## src/igcmd5_pkg.sv

```systemverilog
// Shared constants and functions for the record signer: MD5 round tables and initial vectors.
// Used by igcmd5_core and igc_record_md5_signer. No dependencies.
package igcmd5_pkg;

  localparam logic [7:0] CHAR_CR    = 8'h0D;
  localparam logic [7:0] CHAR_LF    = 8'h0A;
  localparam logic [7:0] CHAR_SPACE = 8'h20;
  localparam logic [7:0] PAD_BYTE   = 8'h80;

  function automatic logic [31:0] init_word(input logic [3:0] i);
    logic [31:0] r;
    case (i)
      4'd0:  r = 32'h63e54c01;
      4'd1:  r = 32'h25adab89;
      4'd2:  r = 32'h44baecfe;
      4'd3:  r = 32'h60f25476;
      4'd4:  r = 32'h41e24d03;
      4'd5:  r = 32'h23b8ebea;
      4'd6:  r = 32'h4a4bfc9e;
      4'd7:  r = 32'h640ed89a;
      4'd8:  r = 32'h61e54e01;
      4'd9:  r = 32'h22cdab89;
      4'd10: r = 32'h48b20cfe;
      4'd11: r = 32'h62125476;
      4'd12: r = 32'hc1e84fe8;
      4'd13: r = 32'h21d1c28a;
      4'd14: r = 32'h438e1a12;
      default: r = 32'h6c250aee;
    endcase
    return r;
  endfunction

  function automatic logic [31:0] round_k(input logic [5:0] i);
    logic [31:0] r;
    case (i)
      6'd0: r=32'hd76aa478; 6'd1: r=32'he8c7b756; 6'd2: r=32'h242070db; 6'd3: r=32'hc1bdceee;
      6'd4: r=32'hf57c0faf; 6'd5: r=32'h4787c62a; 6'd6: r=32'ha8304613; 6'd7: r=32'hfd469501;
      6'd8: r=32'h698098d8; 6'd9: r=32'h8b44f7af; 6'd10: r=32'hffff5bb1; 6'd11: r=32'h895cd7be;
      6'd12: r=32'h6b901122; 6'd13: r=32'hfd987193; 6'd14: r=32'ha679438e; 6'd15: r=32'h49b40821;
      6'd16: r=32'hf61e2562; 6'd17: r=32'hc040b340; 6'd18: r=32'h265e5a51; 6'd19: r=32'he9b6c7aa;
      6'd20: r=32'hd62f105d; 6'd21: r=32'h02441453; 6'd22: r=32'hd8a1e681; 6'd23: r=32'he7d3fbc8;
      6'd24: r=32'h21e1cde6; 6'd25: r=32'hc33707d6; 6'd26: r=32'hf4d50d87; 6'd27: r=32'h455a14ed;
      6'd28: r=32'ha9e3e905; 6'd29: r=32'hfcefa3f8; 6'd30: r=32'h676f02d9; 6'd31: r=32'h8d2a4c8a;
      6'd32: r=32'hfffa3942; 6'd33: r=32'h8771f681; 6'd34: r=32'h6d9d6122; 6'd35: r=32'hfde5380c;
      6'd36: r=32'ha4beea44; 6'd37: r=32'h4bdecfa9; 6'd38: r=32'hf6bb4b60; 6'd39: r=32'hbebfbc70;
      6'd40: r=32'h289b7ec6; 6'd41: r=32'heaa127fa; 6'd42: r=32'hd4ef3085; 6'd43: r=32'h04881d05;
      6'd44: r=32'hd9d4d039; 6'd45: r=32'he6db99e5; 6'd46: r=32'h1fa27cf8; 6'd47: r=32'hc4ac5665;
      6'd48: r=32'hf4292244; 6'd49: r=32'h432aff97; 6'd50: r=32'hab9423f7; 6'd51: r=32'hfc93ab39;
      6'd52: r=32'h655b59c3; 6'd53: r=32'h8f0ccc92; 6'd54: r=32'hffeff47d; 6'd55: r=32'h85845dd1;
      6'd56: r=32'h6fa87e4f; 6'd57: r=32'hfe2ce6e0; 6'd58: r=32'ha3014314; 6'd59: r=32'h4e0811a1;
      6'd60: r=32'hf7537e82; 6'd61: r=32'hbd3af235; 6'd62: r=32'h2ad7d2bb; default: r=32'heb86d391;
    endcase
    return r;
  endfunction

  function automatic logic [4:0] rot_amount(input logic [3:0] i);
    logic [4:0] r;
    case (i)
      4'd0: r=5'd7;  4'd1: r=5'd12; 4'd2: r=5'd17; 4'd3: r=5'd22;
      4'd4: r=5'd5;  4'd5: r=5'd9;  4'd6: r=5'd14; 4'd7: r=5'd20;
      4'd8: r=5'd4;  4'd9: r=5'd11; 4'd10: r=5'd16; 4'd11: r=5'd23;
      4'd12: r=5'd6; 4'd13: r=5'd10; 4'd14: r=5'd15; default: r=5'd21;
    endcase
    return r;
  endfunction

  function automatic logic [3:0] msg_index(input logic [5:0] i);
    logic [3:0] r;
    case (i[5:4])
      2'd0: r = i[3:0];
      2'd1: r = 4'(5 * i[3:0] + 1);
      2'd2: r = 4'(3 * i[3:0] + 5);
      default: r = 4'(7 * i[3:0]);
    endcase
    return r;
  endfunction

  function automatic logic [7:0] clean_byte(input logic [7:0] x);
    logic bad;
    bad = (x < 8'h20) || (x > 8'h7D) || (x == 8'h24) || (x == 8'h2A) || (x == 8'h2C) ||
          (x == 8'h21) || (x == 8'h5C) || (x == 8'h5E);
    return bad ? CHAR_SPACE : x;
  endfunction

  function automatic logic [31:0] bswap32(input logic [31:0] w);
    return {w[7:0], w[15:8], w[23:16], w[31:24]};
  endfunction

endpackage

```

## src/igcmd5_core.sv

```systemverilog
// MD5 compression unit: one round per cycle over a message block held in a word memory.
// Depends on igcmd5_pkg. The caller owns the block memory and answers word reads.
module igcmd5_core
  import igcmd5_pkg::*;
(
  input  logic         clk,
  input  logic         rst_n,
  input  logic         start,
  input  logic [127:0] h_in,
  output logic [3:0]   w_addr,
  input  logic [31:0]  w_data,
  output logic         done,
  output logic [127:0] h_out
);

  typedef enum logic [1:0] {C_IDLE, C_FETCH, C_RUN, C_ADD} cstate_t;

  cstate_t     state_r;
  logic [5:0]  rnd_r;
  logic [31:0] a_r, b_r, c_r, d_r;
  logic [127:0] h_r;
  logic [31:0] f, s, rot;
  logic [4:0]  sh;
  logic [5:0]  rnd_next;

  assign rnd_next = rnd_r + 6'd1;
  assign w_addr = (state_r == C_RUN) ? msg_index(rnd_next) : msg_index(6'd0);

  always_comb begin
    case (rnd_r[5:4])
      2'd0: f = (b_r & c_r) | (~b_r & d_r);
      2'd1: f = (d_r & b_r) | (~d_r & c_r);
      2'd2: f = b_r ^ c_r ^ d_r;
      default: f = c_r ^ (b_r | ~d_r);
    endcase
    s   = f + a_r + round_k(rnd_r) + w_data;
    sh  = rot_amount({rnd_r[5:4], rnd_r[1:0]});
    rot = (s << sh) | (s >> (6'd32 - {1'b0, sh}));
  end

  assign h_out = {h_r[127:96] + a_r, h_r[95:64] + b_r, h_r[63:32] + c_r, h_r[31:0] + d_r};

  always_ff @(posedge clk) begin
    if (!rst_n) begin
      state_r <= C_IDLE;
      done    <= 1'b0;
    end else begin
      done <= 1'b0;
      case (state_r)
        C_IDLE: begin
          if (start) begin
            h_r <= h_in;
            a_r <= h_in[127:96];
            b_r <= h_in[95:64];
            c_r <= h_in[63:32];
            d_r <= h_in[31:0];
            rnd_r <= 6'd0;
            state_r <= C_FETCH;
          end
        end
        C_FETCH: state_r <= C_RUN;
        C_RUN: begin
          a_r <= d_r;
          d_r <= c_r;
          c_r <= b_r;
          b_r <= b_r + rot;
          rnd_r <= rnd_next;
          if (rnd_r == 6'd63) begin
            state_r <= C_ADD;
          end
        end
        C_ADD: begin
          done    <= 1'b1;
          state_r <= C_IDLE;
        end
        default: state_r <= C_IDLE;
      endcase
    end
  end

endmodule

```

## src/igc_record_md5_signer.sv

```systemverilog
// Top level of the record signer: byte cleaning, block memory, chaining memory, finalization.
// Depends on igcmd5_pkg and igcmd5_core.
//
//  channel | ports                                   | handshake
//  in      | in_data_byte, in_record_end             | in_valid / in_stall
//  out     | out_result_kind .. out_run_last         | out_valid / out_stall
//  cfg     | cfg_sign_enable                         | cfg_valid / cfg_ready
//
// A byte that causes no compression passes through S_IDLE and S_ECHO. A byte that fills a block
// runs one compression per context in the one round-per-cycle MD5 unit; each digest costs
// one or two such compressions over the block memory, with padding and length substituted.
// Reset is synchronous; chaining words reload from the initial vectors as they are read.
// Out_stall holds the result register and the sequencer waits on it.
module igc_record_md5_signer
  import igcmd5_pkg::*;
#(
  parameter int NUM_CONTEXTS = 4
) (
  input  logic        clk,
  input  logic        rst_n,
  input  logic        in_valid,
  output logic        in_stall,
  input  logic [7:0]  in_data_byte,
  input  logic        in_record_end,
  output logic        out_valid,
  input  logic        out_stall,
  output logic        out_result_kind,
  output logic [7:0]  out_char,
  output logic [1:0]  out_context_index,
  output logic [63:0] out_digest_upper,
  output logic [63:0] out_digest_lower,
  output logic        out_run_last,
  input  logic        cfg_valid,
  output logic        cfg_ready,
  input  logic        cfg_sign_enable
);

  typedef enum logic [3:0] {
    S_IDLE, S_ECHO, S_CMP_RD, S_CMP_WAIT, S_CMP_RUN, S_FIN_RD, S_FIN_WAIT,
    S_FIN_RUN, S_FIN_OUT, S_NEXT
  } state_t;

  state_t      state_r;
  logic        sign_en_r;
  logic [3:0]  iv_done_r;
  logic [63:0] bitcnt_r;
  logic [7:0]  char_r;
  logic        last_r;
  logic [1:0]  ctx_r;
  logic        second_r;
  logic [127:0] hcopy_r;

  logic [31:0] blk_mem [16];
  logic [31:0] word_q;
  logic [127:0] chain_mem [4];
  logic [127:0] chain_q;
  logic [127:0] chain_eff;

  logic        core_start, core_done;
  logic [3:0]  core_waddr;
  logic [3:0]  core_waddr_q;
  logic [31:0] core_wdata;
  logic [127:0] core_hin, core_hout;

  logic [5:0]  fill;
  logic        fin_mode;
  logic        two_blocks;
  logic        out_load;

  assign fill       = bitcnt_r[8:3];
  assign in_stall   = (state_r != S_IDLE);
  assign cfg_ready  = (state_r == S_IDLE) && !in_valid;
  assign two_blocks = (fill > 6'd55);
  assign out_load   = ((state_r == S_ECHO) || (state_r == S_FIN_OUT)) &&
                      (!out_valid || !out_stall);

  always_ff @(posedge clk) begin
    chain_q <= chain_mem[ctx_r];
    word_q  <= blk_mem[core_waddr];
  end

  assign chain_eff = iv_done_r[ctx_r] ? chain_q :
                     {init_word({ctx_r, 2'd0}), init_word({ctx_r, 2'd1}),
                      init_word({ctx_r, 2'd2}), init_word({ctx_r, 2'd3})};

  function automatic logic [7:0] fin_byte(input logic [5:0] p, input logic [7:0] mb,
                                          input logic [5:0] f, input logic two,
                                          input logic sec, input logic [63:0] cnt);
    logic [7:0] r;
    logic       lenb;
    lenb = (p >= 6'd56) && (!two || sec);
    if (sec) begin
      r = 8'h00;
    end else if (p < f) begin
      r = mb;
    end else if (p == f) begin
      r = PAD_BYTE;
    end else begin
      r = 8'h00;
    end
    if (lenb) begin
      r = cnt[8 * p[2:0] +: 8];
    end
    return r;
  endfunction

  assign fin_mode = (state_r == S_FIN_RUN);
  always_comb begin
    core_wdata = word_q;
    if (fin_mode) begin
      core_wdata = {fin_byte({core_waddr_q, 2'd3}, word_q[31:24], fill, two_blocks, second_r,
                             bitcnt_r),
                    fin_byte({core_waddr_q, 2'd2}, word_q[23:16], fill, two_blocks, second_r,
                             bitcnt_r),
                    fin_byte({core_waddr_q, 2'd1}, word_q[15:8], fill, two_blocks, second_r,
                             bitcnt_r),
                    fin_byte({core_waddr_q, 2'd0}, word_q[7:0], fill, two_blocks, second_r,
                             bitcnt_r)};
    end
  end

  always_ff @(posedge clk) begin
    core_waddr_q <= core_waddr;
  end

  assign core_start = (state_r == S_CMP_WAIT) || (state_r == S_FIN_WAIT);
  assign core_hin   = (state_r == S_FIN_WAIT && second_r) ? hcopy_r : chain_eff;

  igcmd5_core u_core (
    .clk    (clk),
    .rst_n  (rst_n),
    .start  (core_start),
    .h_in   (core_hin),
    .w_addr (core_waddr),
    .w_data (core_wdata),
    .done   (core_done),
    .h_out  (core_hout)
  );

  function automatic logic [63:0] pack_words(input logic [31:0] w0, input logic [31:0] w1);
    return {bswap32(w0), bswap32(w1)};
  endfunction

  always_ff @(posedge clk) begin
    if (state_r == S_IDLE && in_valid && sign_en_r && in_data_byte != CHAR_CR &&
        in_data_byte != CHAR_LF) begin
      blk_mem[fill[5:2]][8 * fill[1:0] +: 8] <= clean_byte(in_data_byte);
    end
    if (state_r == S_CMP_RUN && core_done) begin
      chain_mem[ctx_r] <= core_hout;
    end
  end

  always_ff @(posedge clk) begin
    if (!rst_n) begin
      state_r   <= S_IDLE;
      sign_en_r <= 1'b1;
      iv_done_r <= '0;
      bitcnt_r  <= '0;
      out_valid <= 1'b0;
      ctx_r     <= '0;
      second_r  <= 1'b0;
    end else begin
      if (out_load) begin
        out_valid <= 1'b1;
      end else if (out_valid && !out_stall) begin
        out_valid <= 1'b0;
      end
      if (cfg_valid && cfg_ready) begin
        sign_en_r <= cfg_sign_enable;
      end
      case (state_r)
        S_IDLE: begin
          if (in_valid) begin
            last_r <= in_record_end && sign_en_r;
            ctx_r  <= '0;
            if (in_data_byte == CHAR_CR || in_data_byte == CHAR_LF) begin
              char_r <= in_data_byte;
            end else begin
              char_r <= clean_byte(in_data_byte);
              if (sign_en_r) begin
                bitcnt_r <= bitcnt_r + 64'd8;
              end
            end
            state_r <= S_ECHO;
          end
        end
        S_ECHO: begin
          if (out_load) begin
            out_result_kind   <= 1'b0;
            out_char          <= char_r;
            out_context_index <= '0;
            out_digest_upper  <= '0;
            out_digest_lower  <= '0;
            out_run_last      <= !last_r;
            if (char_r != CHAR_CR && char_r != CHAR_LF && sign_en_r && fill == 6'd0 &&
                bitcnt_r != 64'd0) begin
              state_r <= S_CMP_RD;
            end else if (last_r) begin
              state_r <= S_FIN_RD;
            end else begin
              state_r <= S_IDLE;
            end
          end
        end
        S_CMP_RD: state_r <= S_CMP_WAIT;
        S_CMP_WAIT: state_r <= S_CMP_RUN;
        S_CMP_RUN: begin
          if (core_done) begin
            iv_done_r[ctx_r] <= 1'b1;
            if (32'(ctx_r) == NUM_CONTEXTS - 1) begin
              ctx_r   <= '0;
              state_r <= last_r ? S_FIN_RD : S_IDLE;
            end else begin
              ctx_r   <= ctx_r + 2'd1;
              state_r <= S_CMP_RD;
            end
          end
        end
        S_FIN_RD: state_r <= S_FIN_WAIT;
        S_FIN_WAIT: state_r <= S_FIN_RUN;
        S_FIN_RUN: begin
          if (core_done) begin
            hcopy_r <= core_hout;
            if (two_blocks && !second_r) begin
              second_r <= 1'b1;
              state_r  <= S_FIN_WAIT;
            end else begin
              second_r <= 1'b0;
              state_r  <= S_FIN_OUT;
            end
          end
        end
        S_FIN_OUT: begin
          if (out_load) begin
            out_result_kind   <= 1'b1;
            out_char          <= '0;
            out_context_index <= ctx_r;
            out_digest_upper  <= pack_words(hcopy_r[127:96], hcopy_r[95:64]);
            out_digest_lower  <= pack_words(hcopy_r[63:32], hcopy_r[31:0]);
            out_run_last      <= (32'(ctx_r) == NUM_CONTEXTS - 1);
            state_r           <= S_NEXT;
          end
        end
        S_NEXT: begin
          if (32'(ctx_r) == NUM_CONTEXTS - 1) begin
            state_r <= S_IDLE;
          end else begin
            ctx_r   <= ctx_r + 2'd1;
            state_r <= S_FIN_RD;
          end
        end
        default: state_r <= S_IDLE;
      endcase
    end
  end

endmodule

```

## config.mk

```make
export PLATFORM = sky130hd
export DESIGN_NAME = igc_record_md5_signer
export DESIGN_NICKNAME = d
export VERILOG_FILES = /design/src/igcmd5_pkg.sv /design/src/igcmd5_core.sv /design/src/igc_record_md5_signer.sv
export SDC_FILE = /design/constraint.sdc
export NUM_CORES = 2
export LEC_CHECK = 0
export BUFFER_PORTS_ARGS = -buffer_cell sky130_fd_sc_hd__clkbuf_2
export CORE_UTILIZATION = 45
export DETAILED_ROUTE_END_ITERATION = 12
export PLACE_DENSITY = 0.7
export SYNTH_ARGS = -nofsm -noshare
export SYNTH_HDL_FRONTEND = slang
export SYNTH_HIERARCHICAL = 1
export SYNTH_SLANG_ARGS = --single-unit
```

## constraint.sdc

```tcl
create_clock -name clk -period 18.1 [get_ports clk]
set_input_delay 3.62 -clock clk [delete_from_list [all_inputs] [get_ports clk]]
set_output_delay 3.62 -clock clk [all_outputs]
set_load 0.005 [all_outputs]
```

======== Word-level counts from Yosys, hierarchy flattened ========
Memory sizes are Yosys's and may differ from the RTL's. A register that Yosys moved wholly into a read port is not among the register bits.
Index checks and enable logic that the tools add are counted.
operators by class
  $add $sub $neg .......................... 15
  multiply operators ...................... 3
  multiplexer cells ....................... 88
  reductions and logical operators ........ 62
  bitwise operators ....................... 15
  shift operators ......................... 8
  eq/ne operators ......................... 44
  $lt $le $gt $ge ......................... 13
operators by type and width
  operator                                                                  number
  32-bit case mux with 4 select lines                                       3
  32-bit adder                                                              8
  128-bit 2-to-1 mux                                                        2
  32-bit case mux with 2 select lines                                       4
  64-bit case mux with 2 select lines                                       2
  64-bit by 7-bit variable part select with 8-bit output                    4
  32-bit 2-to-1 mux                                                         6
  64-bit 2-to-1 mux                                                         3
  8-bit 2-to-1 mux                                                          20
  32-bit AND                                                                4
  32-bit OR                                                                 4
  32-bit case mux with 3 select lines                                       1
  32-bit XOR                                                                3
  28-bit case mux with 3 select lines                                       1
  64-bit by 4-bit adder with 64-bit output (second input constant)          1
  32-bit NOT                                                                2
  64-bit nonzero test                                                       1
  4-bit case mux with 10 select lines                                       1
  4-bit 2-to-1 mux                                                          9
  5-bit negator with 34-bit output                                          1
  8-bit by 34-bit variable shift with 32-bit output (first input constant)  1
  8-bit by 34-bit variable part select with 32-bit output                   1
  8-bit by 6-bit == test with 1-bit output (second input constant)          4
  8-bit by 4-bit != test with 1-bit output (second input constant)          4
  other kinds (56)                                                          158
storage, ports and cells
  memories ................................ 4
  bits in registers ....................... 623
  logic and storage cells ................. 277
  RAM bits ................................ 1,024
  output and inout port bits .............. 143
  ROM bits ................................ 2,128
memories
  name              depth  width  read ports  clocked after memory_dff  wr ports  RTL line                     text
  (name not given)  64     32     1           1                         0         igcmd5_pkg.sv:35             case (i)
  blk_mem           16     32     1           1                         1         igc_record_md5_signer.sv:53  logic [31:0] blk_mem [16];
  chain_mem         4      128    1           1                         1         igc_record_md5_signer.sv:55  logic [127:0] chain_mem [4];
  (name not given)  16     5      1           1                         0         igcmd5_pkg.sv:58             case (i)

======== Longest topological paths before layout ========
  depth in word-level cells ............... 11
  depth in mapped cells ................... 42
  gate-level depth less buffers ........... 41

======== Hierarchy ========
The synthesis kept the hierarchy.
modules (own cells, without submodules)
  module                 times used  cells each  seq. area each (um^2)  area each (um^2)
  igc_record_md5_signer  1           3,199       43,832.0               57,614.0
  igcmd5_core            1           3,351       8,668.3                29,704.7

======== Worst setup path before layout ========
OpenSTA, ideal clock, no wires.
  path type ............................... input -> register
  start point ............................. input rst_n
  end point ............................... register out_char[0], enable pin
  buffers on the path ..................... 1
  setup time .............................. 840 ps
  stages .................................. 3
  setup slack ............................. 3,194 ps
  arrival time ............................ 14,066 ps
  cell sequence ........................... inv_1 > clkbuf_1 > nor3b_1
on the way
  cells in the longest elaborated chain, start to end .. 1
RTL lines
  element                        RTL line                      text
  start: declaration             igc_record_md5_signer.sv:20   input logic rst_n,
  4-bit AND reduction (no line)  -
  end signal: assignment         igc_record_md5_signer.sv:191  out_char <= char_r;
  end: declaration               igc_record_md5_signer.sv:28   output logic [7:0] out_char,
Every way passes these cells.
A chain may end at the register's enable or synchronous reset.

======== Worst setup path in the final report ========
  start point ............................. register u_core.rnd_r[4]
  end point ............................... register u_core.b_r[30], data pin
on the way
  cells in the longest elaborated chain, start to end .. 9
  elaborated cells on any way between the ends .. 12
RTL lines
  element                                                                                                         RTL line           text
  start: declaration                                                                                              igcmd5_core.sv:19  logic [5:0] rnd_r;
  start signal: assignment                                                                                        igcmd5_core.sv:67  rnd_r <= rnd_next;
  2-bit == test, or another cell as far along                                                                     igcmd5_core.sv:30  case (rnd_r[5:4])
  32-bit case mux with 3 select lines (*)                                                                         igcmd5_core.sv:30
  32-bit adder (*) (3 in series)                                                                                  igcmd5_core.sv:36  s = f + a_r + round_k(rnd_r) + w_data;
  32-bit by 6-bit >> shifter with 32-bit output or 32-bit by 5-bit left shift with 32-bit output (tied branches)  igcmd5_core.sv:38  rot = (s << sh) | (s >> (6'd32 - {1'b0, sh}));
  32-bit OR (*)                                                                                                   igcmd5_core.sv:38
  32-bit adder (*)                                                                                                igcmd5_core.sv:66  b_r <= b_r + rot;
  32-bit case mux with 2 select lines (*)                                                                         igcmd5_core.sv:49  case (state_r)
  end signal: assignment                                                                                          igcmd5_core.sv:54  b_r <= h_in[95:64];
  end signal: assignment                                                                                          igcmd5_core.sv:66
  end: declaration                                                                                                igcmd5_core.sv:20  logic [31:0] a_r, b_r, c_r, d_r;
Every way passes the cells marked *; elsewhere a longest branch is shown, timed or not.

==> results.md <==
* Num rows at 161
* Dpl ws at 7.12 ns
* Die area at 196000 sq um
* Met3 Resource Use GR at 0.0438
* Hold Startpoint: iv_done_r[3]$_SDFFE_PN0P_
* Post-CTS setup repair buffer count at 0
* Synth cell types at 106
* Starting Density at 0.453
* Final Hold Fails at 0
* Die Y at 443 um
* Synth Area per Inst at 13.3 sq um
* Dpl hpwl at 177000 um
* Post-synth ARST share at 0
* Layout fillers at 16000
* H-tree depth at 4
* Grt met1 use at 0.361
* CP endpoint kind: flip-flop
* # placed instances at 9025
* Total power at 15.3 mW
* Total grt overflow at 0
* WL/cell at 27.4 um
* Yosys reg bits at 1841
* Via density at 6.12
* Number of I/O pins at 158
* Post-Synth Simple-Gate Area at 0.0870
* IO Port Bufs at 157
* Syn Inst Count at 6550
* Share of layout cells above drive strength 1 at 0.160
* Slew Limit Fails at 0
* Dpl cell area at 91000 sq um
* Maximum number of pins on one net before global-route repair at 113
* Adder-cell share of the synthesized area at 0.0484
* Pre-antenna DRT Iters at 6
* DRC viols at 0
* Gr busiest metal: met2
* Slew @ Worst Pin at 1.38 ns
* RR Startpoint: u_core/rnd_r[4]$_DFFE_PP_
* Synth Area in Compound Gates at 0.0988
* Power per cell area at 157 nW/um^2
* CTS resizes at 0
* Nets at 7003
* Net switching power figure at 5.91 mW
* Final min period at 11.35 ns
* Crit path from: u_core/rnd_r[4]$_DFFE_PP_
* Vias in the first global route at 55400
* Final hold slack at 0.474 ns
* Routability Congestion at 0.946
* Crit path max fanout at 63
* Post-synthesis mux area share at 0.110
* Yosys warnings at 6
* Netlist Area Pre-Place at 87300 sq um
* Worst setup margin at 6.75 ns
* Final Cell Area at 97500 sq um
* CP max stage cell: buf_4
* Maximum clock path buffer count at 3
* Non-filler cells, final at 9388
* Setup TNS at 0 ns
* Crit path largest cell delay at 0.67 ns
* Largest family of logic cells by synthesized area: multiplexers
* Via count at 57500
* Worst endpoint required time at 18.68 ns
* Tightest Hold Check Type: reg -> reg
* Core ar. at 193000 sq um
* Internal at 9.35 mW
* Sequential share of power at 0.318
* Unrepaired setup endpoints after global routing: false
* Period Utilization, post-route at 0.627
* Maximum vdd ir drop at 0.175 mV
* Clock power frac at 0.266
* Die width at 443 um
* XOR/XNOR Fraction of Synth Area at 0.0282
* Area grow syn2layout at 11.7%
* Post-Route WL at 257000 um
* Most frequent cells in the layout: edfxtp_1 (1563), nor2_1 (465), a21oi_1 (462), nand2_1 (423), o21ai_0 (347)
* Initial antenna violation count at 7
* Startpoint types: flip-flop
* Gate power share at 0.416
* Clk_lat worst skew at 0.88 ns
* CTS Sinks at 1841
* CP arrival at 11.93 ns
* Antenna-violating nets left at 0
* Routing usage on met2 at 0.401
* First-pass GRT wire length at 376000 um
* CTS buffer count at 190
* CTS root buffer: clkbuf_16
* Status: finished clean
* Post-layout util at 0.506
* Top FF cell, synth: edfxtp_1
* GRT Util Overall at 0.259
* Reg clk slew, reported paths at 0.06 ns
* Final Skew at 0.0739 ns
* Number of flops mapped to enable cells by yosys at 1563
* Sequential fraction of the synthesis area at 0.601
* Most common cell after layout, fill and taps aside: edfxtp_1
* CP Class: reg -> reg
* Final setup viols at 0
* Max Fclk at 0.0881 GHz
* Cts hold-fix bufs at 0
* Switching Share at 0.387
* DRT iter0 DRCs at 7012
* Clock tree from TritonCTS: yes
* Max Cap Viol at 0
* Slew HR at 0.0686
* Leak at 34.0 nW
flip-flops by register name, indices dropped and copies added (netlist names), 4 cells and up, named ones only:
register          flops
blk_mem             512
chain_mem           512
u_core/d_r           32
bitcnt_r             61
core_waddr_q          4
u_core/a_r           32
u_core/sh             5
hcopy_r             128
u_core/h_r          128
out_char              8
chain_q             128
out_digest_upper     64
u_core/rnd_r          6
char_r                8
u_core/b_r           32
out_digest_lower     64
state_r               4
u_core/c_r           32
iv_done_r             4
word_q               32
worst max-delay path, delay by kind of cell, from the launching register on:
family,cells,cell delay (ns)
xor+xnor,2,0.29
fa+ha+maj,5,1.85
mux,3,0.99
simple gates,6,1.72
flops,1,0.32
buf+inv,6,1.68
compound gates,14,4.15
synth_stat cells (all sizes together) (80+ instances only):
library cell / n / share of area
o211ai: 90 / 0.0077
mux4: 304 / 0.078
nand2: 424 / 0.018
edfxtp: 1563 / 0.54
ha: 229 / 0.033
dfxtp: 278 / 0.064
nand3: 151 / 0.0087
mux2: 147 / 0.019
nor2: 470 / 0.020
buf: 80 / 0.0040
xor2: 86 / 0.0086
a21oi: 464 / 0.027
inv: 246 / 0.011
clkbuf: 278 / 0.012
a21o: 86 / 0.0074
and3: 185 / 0.013
xnor2: 192 / 0.019
o21ai: 352 / 0.020
mux2i: 107 / 0.012
layout make-up:
| class | count | area [sq um] | share of cell area |
|---|---|---|---|
| diodes | 5 | 12.5 | 0.000128 |
| clock buffers | 252 | 5230 | 0.0536 |
| clock inverters | 106 | 1330 | 0.0136 |
| inverters | 246 | 923 | 0.00947 |
| multi-input cells | 4169 | 32900 | 0.338 |
| flip-flops and latches | 1841 | 52500 | 0.538 |
| well taps | 2526 | 3160 | 0.0324 |
| repair buffers | 243 | 1440 | 0.0148 |
path summary, 6_finish.rpt:
check | to | slack (ns) | cells past startpoint
setup / recovery | u_core/b_r[30]$_DFFE_PP_ | 6.75 | 36
hold / removal | iv_done_r[3]$_SDFFE_PN0P_ | 0.47 | 1
setup reg to reg | u_core/b_r[30]$_DFFE_PP_ | 6.75 | 36
hold reg to reg | iv_done_r[3]$_SDFFE_PN0P_ | 0.47 | 1
logic make-up (layout without fill, tap and decap cells):
family / after synthesis / after routing
DFF: 1841 / 1841
and+or+nand+nor: 1585 / 1585
AOI/OAI and AO/OA: 1385 / 1385
buffers and inverters: 604 / 847
muxes: 558 / 558
adders and majority gates: 297 / 297
xor gates and xnor gates: 279 / 279
other: 1 / 70
power by group through the flow:
stage | sequential [mW] | clock [mW] | combinational [mW]
global route | 4.86 | 4.26 | 6.81
floorplan | 4.92 | 0 | 4.25
CTS | 4.85 | 4.11 | 6.15
detailed placement | 4.94 | 0 | 6.11
finish | 4.85 | 4.06 | 6.35
global placement | 4.94 | 0 | 6.13
routing by layer:
metal	part of all wire	vias up
met5	0	-
met4	0.044	0
met3	0.085	457
met2	0.46	2761
met1	0.41	29100
li1	-	25200
No activity file was read; power rests on OpenSTA's default activity.
